`config.mk`:
```
export PLATFORM = sky130hd
export DESIGN_NAME = qstm_colser
export DESIGN_NICKNAME = d
export VERILOG_FILES = /design/src/hw/rtl/qstm_pkg.sv /design/src/hw/rtl/qstm_colser.sv
export SDC_FILE = /design/constraint.sdc
export NUM_CORES = 1
export LEC_CHECK = 0
export ABC_AREA = 1
export BUFFER_PORTS_ARGS = -buffer_cell sky130_fd_sc_hd__buf_2
export CAP_MARGIN = 10
export CORE_AREA = 2 2 266 268
export DETAILED_ROUTE_END_ITERATION = 8
export DIE_AREA = 0 0 268 270
export HOLD_SLACK_MARGIN = 0.12
export PLACE_DENSITY_LB_ADDON = 0.15
export SYNTH_ARGS = -nofsm -noshare
export SYNTH_HDL_FRONTEND = slang
export SYNTH_SLANG_ARGS = --single-unit
```
`constraint.sdc`:
```
create_clock -name i_clk -period 9.3 [get_ports i_clk]
set_input_delay 0.465 -clock i_clk [delete_from_list [all_inputs] [get_ports i_clk]]
set_output_delay 0.465 -clock i_clk [all_outputs]
set_load 0.01 [all_outputs]
```
`src/hw/rtl/qstm_pkg.sv`:
```
// qstm_pkg: shared types and constants of the quaternion/scale/position to matrix block
// no dependencies
`default_nettype none

package qstm_pkg;

    typedef logic signed [15:0] t_q14;
    typedef logic signed [15:0] t_scl;
    typedef logic signed [31:0] t_q16;
    typedef logic signed [32:0] t_prod;
    typedef logic signed [33:0] t_term;
    typedef logic signed [49:0] t_mac;

    typedef struct packed {
        t_q16 z;
        t_q16 y;
        t_q16 x;
    } t_pos;

    localparam int NUM_ELEM  = 9;
    localparam int NUM_AXIS  = 3;
    localparam int DROP_BITS = 20;

    localparam t_term ONE_Q28 = t_term'(64'sd268435456);
    localparam t_q16  ONE_Q16 = t_q16'(32'sd65536);
    localparam t_q16  ZERO_Q16 = t_q16'(32'sd0);

    localparam logic [1:0] COL_X    = 2'd0;
    localparam logic [1:0] COL_Y    = 2'd1;
    localparam logic [1:0] COL_Z    = 2'd2;
    localparam logic [1:0] COL_LAST = 2'd3;

    // doubled quaternion products
    localparam int P_XX = 0;
    localparam int P_XY = 1;
    localparam int P_XZ = 2;
    localparam int P_YY = 3;
    localparam int P_YZ = 4;
    localparam int P_ZZ = 5;
    localparam int P_WX = 6;
    localparam int P_WY = 7;
    localparam int P_WZ = 8;

endpackage

`default_nettype wire

```
`src/hw/rtl/qstm_colser.sv`:
```
// qstm_colser: holds one finished matrix and sends it out one column word at a time
// depends on qstm_pkg
`default_nettype none

module qstm_colser (
    input  logic                 i_clk,
    input  logic                 i_rst_n,
    input  logic                 i_valid,
    input  qstm_pkg::t_mac [8:0] i_mac,
    input  qstm_pkg::t_pos       i_pos,
    output logic                 o_load,
    output logic                 o_valid,
    input  logic                 i_stall,
    output logic [1:0]           o_column_index,
    output qstm_pkg::t_q16       o_row0,
    output qstm_pkg::t_q16       o_row1,
    output qstm_pkg::t_q16       o_row2,
    output qstm_pkg::t_q16       o_row3,
    output logic                 o_last_column
);
    import qstm_pkg::*;

    logic        r_valid;
    logic [1:0]  r_col;
    t_q16 [8:0]  r_mat;
    t_q16 [8:0]  n_mat;
    t_pos        r_pos;
    logic        take;

    assign take   = r_valid && !i_stall;
    assign o_load = i_valid && (!r_valid || (take && r_col == COL_LAST));

    // floor by dropping low bits; the 30-bit result always fits Q16.16
    always_comb begin
        for (int i = 0; i < NUM_ELEM; i++) begin
            n_mat[i] = t_q16'($signed(i_mac[i][49:DROP_BITS]));
        end
    end

    always_ff @(posedge i_clk) begin
        if (!i_rst_n) begin
            r_valid <= 1'b0;
            r_col   <= COL_X;
        end else if (o_load) begin
            r_valid <= 1'b1;
            r_col   <= COL_X;
        end else if (take) begin
            r_valid <= (r_col != COL_LAST);
            r_col   <= r_col + 2'd1;
        end
    end

    always_ff @(posedge i_clk) begin
        if (o_load) begin
            r_mat <= n_mat;
            r_pos <= i_pos;
        end
    end

    always_comb begin
        case (r_col)
            COL_X: begin
                o_row0 = r_mat[0];
                o_row1 = r_mat[1];
                o_row2 = r_mat[2];
                o_row3 = ZERO_Q16;
            end
            COL_Y: begin
                o_row0 = r_mat[3];
                o_row1 = r_mat[4];
                o_row2 = r_mat[5];
                o_row3 = ZERO_Q16;
            end
            COL_Z: begin
                o_row0 = r_mat[6];
                o_row1 = r_mat[7];
                o_row2 = r_mat[8];
                o_row3 = ZERO_Q16;
            end
            default: begin
                o_row0 = r_pos.x;
                o_row1 = r_pos.y;
                o_row2 = r_pos.z;
                o_row3 = ONE_Q16;
            end
        endcase
    end

    assign o_valid        = r_valid;
    assign o_column_index = r_col;
    assign o_last_column  = (r_col == COL_LAST);

endmodule

`default_nettype wire

```
==> results.ini <==
[status]
status = finished clean

[synth]
syn_inst = 1119
synth_most_common_cell = nand2_1
ys_seq_elements = 369
yosys_most_used_dff = edfxtp_1
synth_area_per_cell_sq_um = 13.0
synth_common_cells = 558 x nand2_1, 366 x edfxtp_1, 89 x nand3_1
yosysWarnings = 0
synth.cell_area_sq_um = 14500
synth.area.top_cells = edfxtp_1 76%, nand2_1 14%, nand3_1 3.1%, buf_4 2.3%, buf_6 1.5%
yosysSeqAreaShare_pct = 76.2
synth_top_cell_by_area = edfxtp_1
synth_edf_count = 366
synth-async-reset-ratio_pct = 0
synth_cell_type_count = 16
yosysTopAreaCellShare_pct = 75.8

[cells_and_area]
drive_gt1_share_pct = 27.6
syn_to_final_growth_pct = 56.2
layout.cells.non_filler = 2937
utilization_pct = 32.6
nNetsFinal = 2518

[detailed_routing]
wl_per_cell_microns = 16.2
vias_per_cell = 3.80
drc_errors = 0
first_pass_iters = 6
drt_wl_total_mm = 47.7
drt_iter0_drc = 596
ant_nets = 0
dr_total_vias = 11168

[sta]
fmax_mhz = 267
worstMarginPinSlew_ps = 1060
fin_ws_ps = 5550
layout_min_cycle_time_ps = 3750
fin_hold_ws_ps = 291
maxSlewHeadroom_pct = 29.5
skew_ps = 18.0
maxSlewViolCount = 0
finalHoldViolations = 0
post-route-period-util_pct = 40.3
setup_tns_ps = 0
rsz0062_at_grt = no
finalSetupViolCount = 0

[place]
gp_congestion = 0.776
hpwl_mm = 29.9
pre_cts_ws_ps = 5560
io_buffers = 471
dp_cells = 2487

[critical_path]
start_kind = flip-flop
worstPathArrival_ps = 3290
crit_chain = inv_1 -> ha_4 -> buf_4 -> nand2_1 -> nand3_1 -> nand2_1 -> nand2_1 -> buf_2
path_common_cell = nand2_1
critical_path_peak_fanout = 46
worstPathRequired_ps = 8840
slowest_delay_ps = 730
cpMaxStageDelayCell = buf_4
cp-end-kind = output port
path_class = reg2out

[grt]
grt_pass1_wl_mm = 71.4
grt_max_degree = 144
gr-usage-all-layers_pct = 13.0
grt_pass1_vias = 12060
antenna_found_initial = 6
gr-total-overflow = 0

[floorplanning]
ios = 683
fp.coreArea_sq_um = 69500
num_rows = 97
die_w_microns = 268
die_area_sq_um = 72400
start_util_pct = 20.8
die_h_microns = 270

[cts]
cts_tree = done
cts_buffers = 45
clock_latency_ps = 570
cts_hold_buf = 369
numClockSinks = 369
clk_pin_slew_ps = 50
clockRootBuffer = clkbuf_16
cts_setup_buffers = 0
cts_buffer_depth = 3
cts_resized = 0
htreeDepth = 2

[power_and_ir_drop]
ir_drop_mv = 0.132
powerDensity_nw_per_um2 = 181
p_leak_nw = 9.38

[hold_path]
hp-class = in2reg

[job]
maxCapViolCount = 0

power breakdown:
part	total, W	internal [W]	switching [W]
Sequential	0.00196	0.00194	0.0000227
Clock	0.00172	0.00103	0.000695
Combinational	0.000418	0.000215	0.000203
Total	0.00411	0.00318	0.000921
path summary, 6_finish.rpt:
path / startpoint / slack (ps) / endpoint / cells after the start
worst max-delay path: o_column_index[0] / 5550 / o_row2[6] / 8
worst min-delay path: i_stall / 290 / o_column_index[0] / 5
worst max register to register: o_column_index[1] / 5610 / r_mat[44] / 7
worst min register to register: o_valid / 620 / o_column_index[0] / 3
cell type report:
class                           instances  area (sq um)
Timing Repair Buffer                  848          6120
Tap cell                              940          1180
Antenna cell                            2          5.00
Fill cell                            7175         46900
Clock buffer                           64          1270
Sequential cell                       369         11100
Multi-Input combinational cell        692          2830
Inverter                                7          36.3
Clock inverter                         15           150
layout by cell type, fill, tap and decap left out, drive strengths merged:
master / n
dfxtp: 3
clkbuf: 64
diode: 2
clkinv: 10
dlygate4sd3: 369
ha: 5
inv: 8
edfxtp: 366
buf: 479
nand2: 561
nor2: 2
clkinvlp: 1
a21boi: 1
conb: 31
bufinv: 3
nand3: 92
critical path, delay by kind of cell (launching register included):
kind / cells / cell delay [ps]
flip-flops: 1 / 400
adder cells (fa/ha/maj): 1 / 640
AND/OR/NAND/NOR: 4 / 540
buffers and inverters: 3 / 1070
per-layer routing:
metal	vias to the layer above	share of wire, %	global-route usage (%)	routed length, microns
li1	5441	-	-	-
met1	5295	43	16.1	20500
met2	350	48	21.9	22800
met3	74	6.8	3.76	3230
met4	8	2.4	3.94	1140
met5	-	0.11	0	54
cells by family (layout without fill, tap and decap cells):
logic type | after synthesis | after routing | share of synthesized area, %
simple gates | 655 | 655 | 17.9
other cells | 1 | 33 | 0.0259
buf+inv | 88 | 934 | 5.36
flops | 369 | 369 | 76.2
compound gates | 1 | 1 | 0.0518
fa+ha+maj | 5 | 5 | 0.432
flip-flops by register name, indices dropped and copies added, names as in the netlist:
| name | flops |
|---|---|
| r_mat | 270 |
| r_pos | 96 |
| o_column_index | 2 |
| o_valid | 1 |
stage by stage:
step                      total power (W)  area, sq um
after global placement            0.00229        17500
after global routing              0.00429        22600
after floorplan                   0.00217        14600
after detailed placement          0.00229        17500
final                             0.00411        22600
after CTS                         0.00418        22600
No activity file was read; power rests on OpenSTA's default activity.
